### src/design/psc_pkg.sv
`default_nettype none
package psc_pkg;

  localparam int RAW_W     = 16;
  localparam int CAL_W     = 16;
  localparam int CFG_IDX_W = 8;
  localparam int TEMP_W    = 13;
  localparam int PRES_W    = 16;

  // register indexes
  localparam logic [CFG_IDX_W-1:0] REG_CAL_WORD_ONE   = 8'd0;
  localparam logic [CFG_IDX_W-1:0] REG_CAL_WORD_TWO   = 8'd1;
  localparam logic [CFG_IDX_W-1:0] REG_CAL_WORD_THREE = 8'd2;
  localparam logic [CFG_IDX_W-1:0] REG_CAL_WORD_FOUR  = 8'd3;

  localparam logic [15:0] DT_BASE   = 16'd20224;
  localparam logic [6:0]  C6_BIAS   = 7'd50;
  localparam logic signed [12:0] TEMP_BIAS = 13'sd200;
  localparam logic signed [17:0] SENS_BIAS = 18'sd24576;
  localparam logic signed [16:0] D1_BIAS   = 17'sd7168;
  localparam logic signed [21:0] P_BIAS    = 22'sd2500;
  localparam logic signed [21:0] P_MAX     = 22'sd65535;

  typedef struct packed {
    logic [14:0] c1;
    logic [11:0] c2;
    logic [9:0]  c3;
    logic [9:0]  c4;
    logic [10:0] c5;
    logic [5:0]  c6;
  } coef_t;

  function automatic coef_t unpack_coef(input logic [CAL_W-1:0] w1,
                                        input logic [CAL_W-1:0] w2,
                                        input logic [CAL_W-1:0] w3,
                                        input logic [CAL_W-1:0] w4);
    coef_t c;
    c.c1 = w1[15:1];
    c.c2 = {w3[5:0], w4[5:0]};
    c.c3 = w4[15:6];
    c.c4 = w3[15:6];
    c.c5 = {w1[0], w2[15:6]};
    c.c6 = w2[5:0];
    return c;
  endfunction

endpackage
`default_nettype wire

### src/design/psc_if.sv
`default_nettype none
interface psc_in_if;
  logic                          valid;
  logic                          ready;
  logic [psc_pkg::RAW_W-1:0]     pressure_raw;
  logic [psc_pkg::RAW_W-1:0]     temperature_raw;
  modport source (output valid, output pressure_raw, output temperature_raw, input ready);
  modport sink   (input valid, input pressure_raw, input temperature_raw, output ready);
endinterface

interface psc_out_if;
  logic                               valid;
  logic                               ready;
  logic signed [psc_pkg::TEMP_W-1:0]  temperature_out;
  logic [psc_pkg::PRES_W-1:0]         pressure_out;
  modport source (output valid, output temperature_out, output pressure_out, input ready);
  modport sink   (input valid, input temperature_out, input pressure_out, output ready);
endinterface

interface psc_cfg_if;
  logic                            valid;
  logic                            ready;
  logic [psc_pkg::CFG_IDX_W-1:0]   index;
  logic [psc_pkg::CAL_W-1:0]       data;
  modport source (output valid, output index, output data, input ready);
  modport sink   (input valid, input index, input data, output ready);
endinterface
`default_nettype wire

### src/design/pressure_sensor_compensation_top.sv
// Throughput: one word per cycle while the output is not stalled; six
// register stages, each stage moves when it is empty or the stage after it
// moves, so bubbles are squeezed out.
// Reset (rst, synchronous): empties the pipeline and clears the four
// calibration words to zero.
`default_nettype none
module pressure_sensor_compensation_top (
  input  wire logic  clk,
  input  wire logic  rst,
  psc_cfg_if.sink    cfg,
  psc_in_if.sink     sample_in,
  psc_out_if.source  result_out
);
  import psc_pkg::*;

  localparam int NSTG = 6;

  logic [CAL_W-1:0] cal_word_one, cal_word_two, cal_word_three, cal_word_four;
  coef_t coef;

  logic [NSTG-1:0] v;
  logic [NSTG-1:0] en;

  // stage 0
  logic signed [15:0] s0_dt;
  logic signed [16:0] s0_d1m;
  // stage 1
  logic signed [22:0] s1_tprod;
  logic signed [25:0] s1_oprod;
  logic signed [26:0] s1_sprod;
  logic signed [16:0] s1_d1m;
  // stage 2
  logic signed [12:0] s2_temp;
  logic signed [16:0] s2_off;
  logic signed [17:0] s2_sens;
  logic signed [16:0] s2_d1m;
  // stage 3
  logic signed [34:0] s3_prod;
  logic signed [12:0] s3_temp;
  logic signed [16:0] s3_off;
  // stage 4
  logic signed [21:0] s4_x;
  logic signed [12:0] s4_temp;
  // stage 5 (output)
  logic signed [12:0] s5_temp;
  logic [15:0]        s5_pres;

  logic signed [15:0] dt_next;
  logic signed [16:0] d1m_next;
  logic signed [7:0]  c6p;
  logic signed [9:0]  c4m;
  logic signed [10:0] c3s;
  logic signed [16:0] off_next;
  logic signed [17:0] sens_next;
  logic signed [21:0] x_next;
  logic signed [25:0] x10;
  logic signed [21:0] p_full;
  logic [15:0]        pres_next;

  assign coef = unpack_coef(cal_word_one, cal_word_two, cal_word_three, cal_word_four);

  assign cfg.ready = 1'b1;

  always_ff @(posedge clk) begin
    if (rst) begin
      cal_word_one   <= '0;
      cal_word_two   <= '0;
      cal_word_three <= '0;
      cal_word_four  <= '0;
    end else if (cfg.valid) begin
      case (cfg.index)
        REG_CAL_WORD_ONE:   cal_word_one   <= cfg.data;
        REG_CAL_WORD_TWO:   cal_word_two   <= cfg.data;
        REG_CAL_WORD_THREE: cal_word_three <= cfg.data;
        REG_CAL_WORD_FOUR:  cal_word_four  <= cfg.data;
        default: ;
      endcase
    end
  end

  // per-stage advance, fed back from the output side
  always_comb begin
    en[NSTG-1] = !v[NSTG-1] || result_out.ready;
    for (int k = NSTG-2; k >= 0; k--) begin
      en[k] = !v[k] || en[k+1];
    end
  end

  assign sample_in.ready = en[0];

  always_ff @(posedge clk) begin
    if (rst) begin
      v <= '0;
    end else begin
      if (en[0]) v[0] <= sample_in.valid;
      for (int k = 1; k < NSTG; k++) begin
        if (en[k]) v[k] <= v[k-1];
      end
    end
  end

  // stage 0: temperature difference wraps at 16 bits
  assign dt_next  = $signed(sample_in.temperature_raw - (DT_BASE + {2'b00, coef.c5, 3'b000}));
  assign d1m_next = $signed({1'b0, sample_in.pressure_raw}) - D1_BIAS;

  // stage 1 operands
  assign c6p = $signed({1'b0, {1'b0, coef.c6} + C6_BIAS});
  assign c4m = $signed({~coef.c4[9], coef.c4[8:0]});   // c4 - 512
  assign c3s = $signed({1'b0, coef.c3});

  // stage 2 sums
  assign off_next  = 17'($signed(s1_oprod[25:12])) + $signed({3'b000, coef.c2, 2'b00});
  assign sens_next = 18'($signed(s1_sprod[26:10])) + $signed({3'b000, coef.c1}) + SENS_BIAS;

  // stage 4
  assign x_next = 22'($signed(s3_prod[34:14])) - 22'(s3_off);

  // stage 5: x*10 as shift-add, then floor shift and clamp
  assign x10    = (26'(s4_x) <<< 3) + (26'(s4_x) <<< 1);
  assign p_full = 22'($signed(x10[25:5])) + P_BIAS;
  always_comb begin
    if (p_full < 0) begin
      pres_next = '0;
    end else if (p_full > P_MAX) begin
      pres_next = '1;
    end else begin
      pres_next = p_full[15:0];
    end
  end

  always_ff @(posedge clk) begin
    if (en[0]) begin
      s0_dt  <= dt_next;
      s0_d1m <= d1m_next;
    end
    if (en[1]) begin
      s1_tprod <= s0_dt * c6p;
      s1_oprod <= c4m * s0_dt;
      s1_sprod <= c3s * s0_dt;
      s1_d1m   <= s0_d1m;
    end
    if (en[2]) begin
      s2_temp <= $signed(s1_tprod[22:10]) + TEMP_BIAS;
      s2_off  <= off_next;
      s2_sens <= sens_next;
      s2_d1m  <= s1_d1m;
    end
    if (en[3]) begin
      s3_prod <= s2_sens * s2_d1m;
      s3_temp <= s2_temp;
      s3_off  <= s2_off;
    end
    if (en[4]) begin
      s4_x    <= x_next;
      s4_temp <= s3_temp;
    end
    if (en[5]) begin
      s5_temp <= s4_temp;
      s5_pres <= pres_next;
    end
  end

  assign result_out.valid           = v[NSTG-1];
  assign result_out.temperature_out = s5_temp;
  assign result_out.pressure_out    = s5_pres;

endmodule
`default_nettype wire

### src/flat_wrapper.sv
// flat-port wrapper written by rule: the top's interface ports become plain ports
module pressure_sensor_compensation_top_flat import psc_pkg::*;
  (clk, rst, cfg_valid, cfg_index, cfg_data, cfg_ready, sample_in_valid, sample_in_pressure_raw, sample_in_temperature_raw, sample_in_ready, result_out_valid, result_out_temperature_out, result_out_pressure_out, result_out_ready);
  psc_cfg_if cfg_i ();
  psc_in_if sample_in_i ();
  psc_out_if result_out_i ();
  input  wire logic clk;
  input  wire logic rst;
  input wire logic [$bits(cfg_i.valid)-1:0] cfg_valid;
  input wire logic [$bits(cfg_i.index)-1:0] cfg_index;
  input wire logic [$bits(cfg_i.data)-1:0] cfg_data;
  output wire logic [$bits(cfg_i.ready)-1:0] cfg_ready;
  input wire logic [$bits(sample_in_i.valid)-1:0] sample_in_valid;
  input wire logic [$bits(sample_in_i.pressure_raw)-1:0] sample_in_pressure_raw;
  input wire logic [$bits(sample_in_i.temperature_raw)-1:0] sample_in_temperature_raw;
  output wire logic [$bits(sample_in_i.ready)-1:0] sample_in_ready;
  output wire logic [$bits(result_out_i.valid)-1:0] result_out_valid;
  output wire logic [$bits(result_out_i.temperature_out)-1:0] result_out_temperature_out;
  output wire logic [$bits(result_out_i.pressure_out)-1:0] result_out_pressure_out;
  input wire logic [$bits(result_out_i.ready)-1:0] result_out_ready;
  assign cfg_i.valid = cfg_valid;
  assign cfg_i.index = cfg_index;
  assign cfg_i.data = cfg_data;
  assign cfg_ready = cfg_i.ready;
  assign sample_in_i.valid = sample_in_valid;
  assign sample_in_i.pressure_raw = sample_in_pressure_raw;
  assign sample_in_i.temperature_raw = sample_in_temperature_raw;
  assign sample_in_ready = sample_in_i.ready;
  assign result_out_valid = result_out_i.valid;
  assign result_out_temperature_out = result_out_i.temperature_out;
  assign result_out_pressure_out = result_out_i.pressure_out;
  assign result_out_i.ready = result_out_ready;
  pressure_sensor_compensation_top u_core (.clk(clk), .rst(rst), .cfg(cfg_i), .sample_in(sample_in_i), .result_out(result_out_i));
endmodule
### config.mk
export PLATFORM = sky130hd
export DESIGN_NAME = pressure_sensor_compensation_top_flat
export DESIGN_NICKNAME = d
export VERILOG_FILES = /design/src/design/psc_pkg.sv /design/src/design/psc_if.sv /design/src/design/pressure_sensor_compensation_top.sv /design/src/flat_wrapper.sv
export SDC_FILE = /design/constraint.sdc
export NUM_CORES = 2
export LEC_CHECK = 0
export ABC_AREA = 0
export ABC_CLOCK_PERIOD_IN_PS = 6400
export BUFFER_PORTS_ARGS = -buffer_cell sky130_fd_sc_hd__buf_2
export CELL_PAD_IN_SITES_DETAIL_PLACEMENT = 0
export CELL_PAD_IN_SITES_GLOBAL_PLACEMENT = 1
export CORE_ASPECT_RATIO = 1.25
export CORE_UTILIZATION = 47
export DETAILED_ROUTE_END_ITERATION = 16
export GPL_TIMING_DRIVEN = 0
export PLACE_DENSITY_LB_ADDON = 0.08
export SYNTH_ARGS = -nofsm -noshare
export SYNTH_HDL_FRONTEND = slang
export SYNTH_SLANG_ARGS = --single-unit
### constraint.sdc
create_clock -name clk -period 6.4 [get_ports clk]
set_clock_uncertainty 0.2 [all_clocks]
set_input_delay 0.32 -clock clk [delete_from_list [all_inputs] [get_ports clk]]
set_output_delay 0.32 -clock clk [all_outputs]
set_load 0.02 [all_outputs]
Word-level counts from Yosys, hierarchy flattened --
Index checks and enable logic that the tools add are counted.
Word-level totals: flip-flop bits (word level) 390, logic and storage cells 66
Cells by class: $add $sub $neg 11, multipliers 4, magnitude comparators 2, equal/unequal tests 3, mux-type cells 1, bitwise gates (word level) 1, reductions and logical operators 17
Operators by type and width (count):
- 18-bit by 17-bit multiplier with 35-bit output | 1
- 11-bit by 16-bit multiplier with 27-bit output | 1
- 25-bit by 23-bit adder with 26-bit output | 1
- 10-bit by 16-bit multiplier with 26-bit output | 1
- 16-bit by 8-bit multiplier with 23-bit output | 1
- 21-bit by 13-bit adder with 22-bit output, second input constant | 1
- 22-bit by 17-bit greater-than comparator with 1-bit output, second input constant | 1
- 22-bit by 1-bit less-than comparator with 1-bit output, second input constant | 1
- 21-bit by 17-bit subtractor with 22-bit output | 1
- 17-bit by 16-bit adder with 18-bit output | 1
- 18-bit by 16-bit adder with 18-bit output, second input constant | 1
- 16-bit by 13-bit subtractor with 17-bit output, second input constant | 1
- 14-bit by 15-bit adder with 16-bit output | 1
- 15-bit by 14-bit adder with 16-bit output, first input constant | 1
- 8-bit by 2-bit equality test with 1-bit output, second input constant | 2
- 16-bit 2-to-1 mux | 1
- 16-bit subtractor | 1
- 13-bit by 9-bit adder with 13-bit output, second input constant | 1
- 8-bit by 1-bit equality test with 1-bit output, second input constant | 1
- 8-bit zero test | 1
- 2-bit AND reduction | 4
- 6-bit by 6-bit adder with 7-bit output, second input constant | 1
- 1-bit zero test | 6
- 1-bit logical OR | 6
- 1-bit inverter | 1

Logic depth before layout (Yosys ltp) --
word-level depth 7, mapped depth 26, depth with buffers taken out 25

Worst setup path before layout --
OpenSTA, ideal clock, no wires.
path type flip-flop to flip-flop, start register u_core.s2_d1m[2], end register u_core.s3_prod[34], data pin, setup time 260 ps, arrival 6499 ps, slack -559 ps, stages on the path, launching flop included 24, path buffers 1, clock period less this slack 6959 ps, path through edfxtp_1 -> clkbuf_1 -> nand2_1 -> fa_1 -> fa_1 -> fa_1 -> inv_1 -> fa_1 -> fa_1 -> inv_1 -> fa_1 -> inv_1 -> ha_1 -> a21o_1 -> a21o_1 -> a21oi_1 -> o21a_1 -> a21oi_1 -> a311oi_1 -> o21ai_0 -> a2111oi_0 -> o31ai_1 -> a21oi_1 -> xnor2_1
On the way: word-level cells in the longest chain between the ends 1
RTL lines:
- from (decl) | RTL line pressure_sensor_compensation_top.sv:36 | logic signed [16:0] s2_d1m;
- from (signal assigned) | RTL line pressure_sensor_compensation_top.sv:146 | s2_d1m <= s1_d1m;
- 18-bit by 17-bit multiplier with 35-bit output | RTL line pressure_sensor_compensation_top.sv:149 | s3_prod <= s2_sens * s2_d1m;
- to (signal assigned) | RTL line pressure_sensor_compensation_top.sv:149
- to (decl) | RTL line pressure_sensor_compensation_top.sv:38 | logic signed [34:0] s3_prod;
Every way passes these cells. A chain may end at the register's enable or synchronous reset.

Worst setup path after layout --
start register u_core.s2_sens[5], end register u_core.s3_prod[34], data pin
On the way: word-level cells in the longest chain between the ends 1
RTL lines:
- from (decl) | RTL line pressure_sensor_compensation_top.sv:35 | logic signed [17:0] s2_sens;
- from (signal assigned) | RTL line pressure_sensor_compensation_top.sv:145 | s2_sens <= sens_next;
- 18-bit by 17-bit multiplier with 35-bit output | RTL line pressure_sensor_compensation_top.sv:149
Every way passes these cells.

==> out/qor.yml <==
outcome:
  status: "complete, but fails checks"
  violations: "setup timing"
cells_and_area:
  fillers: 7865
  synthToLayoutAreaGrowth_pct: 13.6
  fin_nets: 5328
  instances_no_fill: 5425
  drive_gt1_share_pct: 11.2
  fin_area_um2: 46400
detailed_routing:
  first_iter_violations: 1187
  routed_wl_um: 103000
  vias_per_cell: 5.02
  ant_nets: 0
  dr_total_vias: 27260
  drc: 0
  wl_per_cell_um: 19.1
  drtPass1Iterations: 5
synthesis:
  ys.flop_type: "edfxtp_1"
  synth_cell_type_count: 73
  yosysMostFrequentCell: "inv_1"
  ys_warn_count: 0
  syn_area_per_cell_um2: 10.3
  syn_nets: 5052
  async_flop_share_pct: 0
  ys_ff_latch: 342
  ys_top_cells_by_area: "fa_1 33%, edfxtp_1 20%, ha_1 11%"
  synth_top_cell_by_area: "fa_1"
  synth_edf_count: 272
  synthCells: 3958
  synth_top_area_share_pct: 33.2
  yosys-top-cells-count: "791 x inv_1, 678 x fa_1, 361 x and2_1"
  synth_area_um2: 40800
  seq_area_frac_synth_pct: 23.4
pwr:
  ir_drop_mv: 0.221
  p_per_area_nw_per_um2: 244
  finalPower_mw: 11.3
  p_leak_nw: 22.4
place:
  io_buffers: 90
  post-place-ws_ns: -1.66
  dp_cells: 5213
  place.gp.congestion: 0.865
  placed_area_um2: 42900
  hpwlAfterDp_um: 83500
clocking:
  cts.htree.levels: 2
  clkTransAtPathRegs_ns: 0.06
  cts_tree: "done"
  numCtsBuffers: 39
  insertion_delay_ns: 0.57
  cts_max_path_buffers: 3
  cts_root_buf: "clkbuf_16"
  cts.sinks: 342
timing:
  holdWs_ns: 0.123
  final_max_slew_viol_count: 0
  rsz0062_at_grt: "yes"
  slew_headroom_pct: 23.9
  fin_crit_ns: 6.78
  fin_crit_sh_pct: 106
  fmax_mhz: 148
  setup_viol: 6
  setup_slack_ns: -0.378
  hold_viol_final: 0
  worst_pin_slew_ns: 1.14
global_route:
  grt_antenna_before_repair: 1
  grt_max_degree: 65
  track_usage_pct: 24.7
  grt_pass1_wl_um: 165000
  grt-ovfl-total: 0
  grt_pass1_vias: 29669
floorplan:
  ios: 93
  dieArea_um2: 88000
  die_y_um: 331
  rows: 120
  start_util_pct: 47.5
  die_w_um: 266
  core_um2: 85900
critical_path:
  startpoint_type: "register"
  path_class: "register to register"
  cp_cell_sequence: "buf_6 > and2_4 > fa_1 > inv_2 > fa_1 > inv_1 > fa_1 > fa_1 > fa_1 > inv_1 > fa_1 > inv_2 > ha_4 > a21o_1 > a21o_1 > a21oi_2 > o21a_1 > a21oi_4 > a311oi_4 > o21ai_4 > a2111oi_4 > o31ai_4 > a21oi_2 > xnor2_2"
  startpoint: "u_core.s2_sens[5]"
  path_buf_inv: 5
  crit_family: "adder cells"
  cp_max_fo: 4
  cp-end-kind: "register"
  arrival_ns: 6.89
  crit_top_cell: "fa_1"
  cp.required_ns: 6.51
  crit_path_top_delay_cell: "fa_1"
  critical_path.max_stage_delay_ns: 0.56
  rr_startpoint: "u_core.s2_sens[5]"
min_path:
  hold_class: "input port to register"
  hold_start: "sample_in_temperature_raw[14]"
job:
  max_cap_violations: 0
## metrics by stage
step | setup TNS, ns | utilization (%)
finish | -1.41 | 54.0
global route | -4.00 | 54.0
CTS | -1.73 | 53.5
detailed placement | -27.80 | 50.0
global placement | -27.91 | 49.8
floorplan | -0.0406 | -
## path summary, 6_finish.rpt
check / end / slack (ns) / depth (start not counted)
max: u_core.s3_prod[34] / -0.38 / 24
max reg2reg: u_core.s3_prod[34] / -0.38 / 24
min reg2reg: u_core.s2_d1m[7] / 0.21 / 0
min: u_core.s0_dt[15] / 0.12 / 5
## cell type report
type | count | area, um^2 | share of cell area [%]
multi-input cells | 2691 | 28300 | 60.9
flip-flops and latches | 342 | 9590 | 20.7
inverters | 791 | 2970 | 6.40
repair buffers | 251 | 1880 | 4.05
well taps | 1159 | 1450 | 3.13
clock buffers | 41 | 983 | 2.12
plain buffers | 118 | 827 | 1.78
clock inverters | 31 | 425 | 0.917
diodes | 1 | 2.50 | 0.00539
## flip-flops by register name, summed over array words and instances, names as in the netlist
name                               cells
u_core.s3_temp                        13
u_core.s2_off                         16
u_core.v                               6
u_core.s0_d1m                         17
u_core.s1_tprod                       13
u_core.cal_word_one                   16
u_core.s1_d1m                         17
u_core.s4_temp                        13
u_core.s4_x                           22
u_core.s2_sens                        18
u_core.cal_word_four                  16
u_core.s2_temp                        13
u_core.s1_oprod                       14
u_core.s3_prod                        21
u_core.cal_word_three                 16
u_core.result_out.temperature_out     13
u_core.s1_sprod                       17
u_core.s3_off                         16
u_core.cal_word_two                   16
u_core.result_out.pressure_out        16
u_core.s0_dt                          16
u_core.s2_d1m                         17
## cell families after synthesis
logic type	synth area share, %
other	0.00919
AOI/OAI and AO/OA	4.97
and+or+nand+nor	13.7
adders and majority gates	44.1
muxes	1.64
xor gates and xnor gates	3.58
DFF	23.4
buffers and inverters	8.55
## worst register-to-register path, stage by stage, from the launching register on
cell and delay [ns]:
edfxtp_1 0.50, buf_6 0.17, and2_4 0.13, fa_1 0.56, inv_2 0.05, fa_1 0.55, inv_1 0.06, fa_1 0.50
fa_1 0.43, fa_1 0.49, inv_1 0.05, fa_1 0.51, inv_2 0.05, ha_4 0.20, a21o_1 0.15, a21o_1 0.19
a21oi_2 0.15, o21a_1 0.20, a21oi_4 0.10, a311oi_4 0.37, o21ai_4 0.10, a2111oi_4 0.38, o31ai_4 0.15, a21oi_2 0.18
xnor2_2 0.11
## cell usage in the layout, fill, tap and decap left out, drive strengths merged, types with 91 or more instances in the layout
cell type,instances
and2,361
edfxtp,272
ha,355
xnor2,113
nor2,198
buf,235
nand2,334
a21oi,91
clkbuf,135
fa,678
inv,798
## layer usage
layer,vias up,track usage (%),wire length (um)
met5,-,0,12
met4,2,8.73,3960
met3,162,2.01,2680
met2,408,46.0,54800
met1,13807,29.5,42000
li1,12881,-,-
## report_power, final
| part | internal [mW] | leakage (nW) | switching [mW] |
|---|---|---|---|
| sequential | 3.16 | 3.50 | 0.217 |
| clock | 1.44 | 0.666 | 0.983 |
| combinational | 2.36 | 18.3 | 3.16 |
| total | 6.96 | 22.4 | 4.36 |
## timing repair
action | CTS | global route
pin swaps | 27 | 38
setup endpoints to repair | 45 | 24
gates resized for setup | 190 | 91
gates cloned | 1 | 0
setup buffers | 92 | 23
endpoints found under the hold margin | 88 | 0
hold buffers | 40 | 0
No activity file was read; power rests on OpenSTA's default activity.
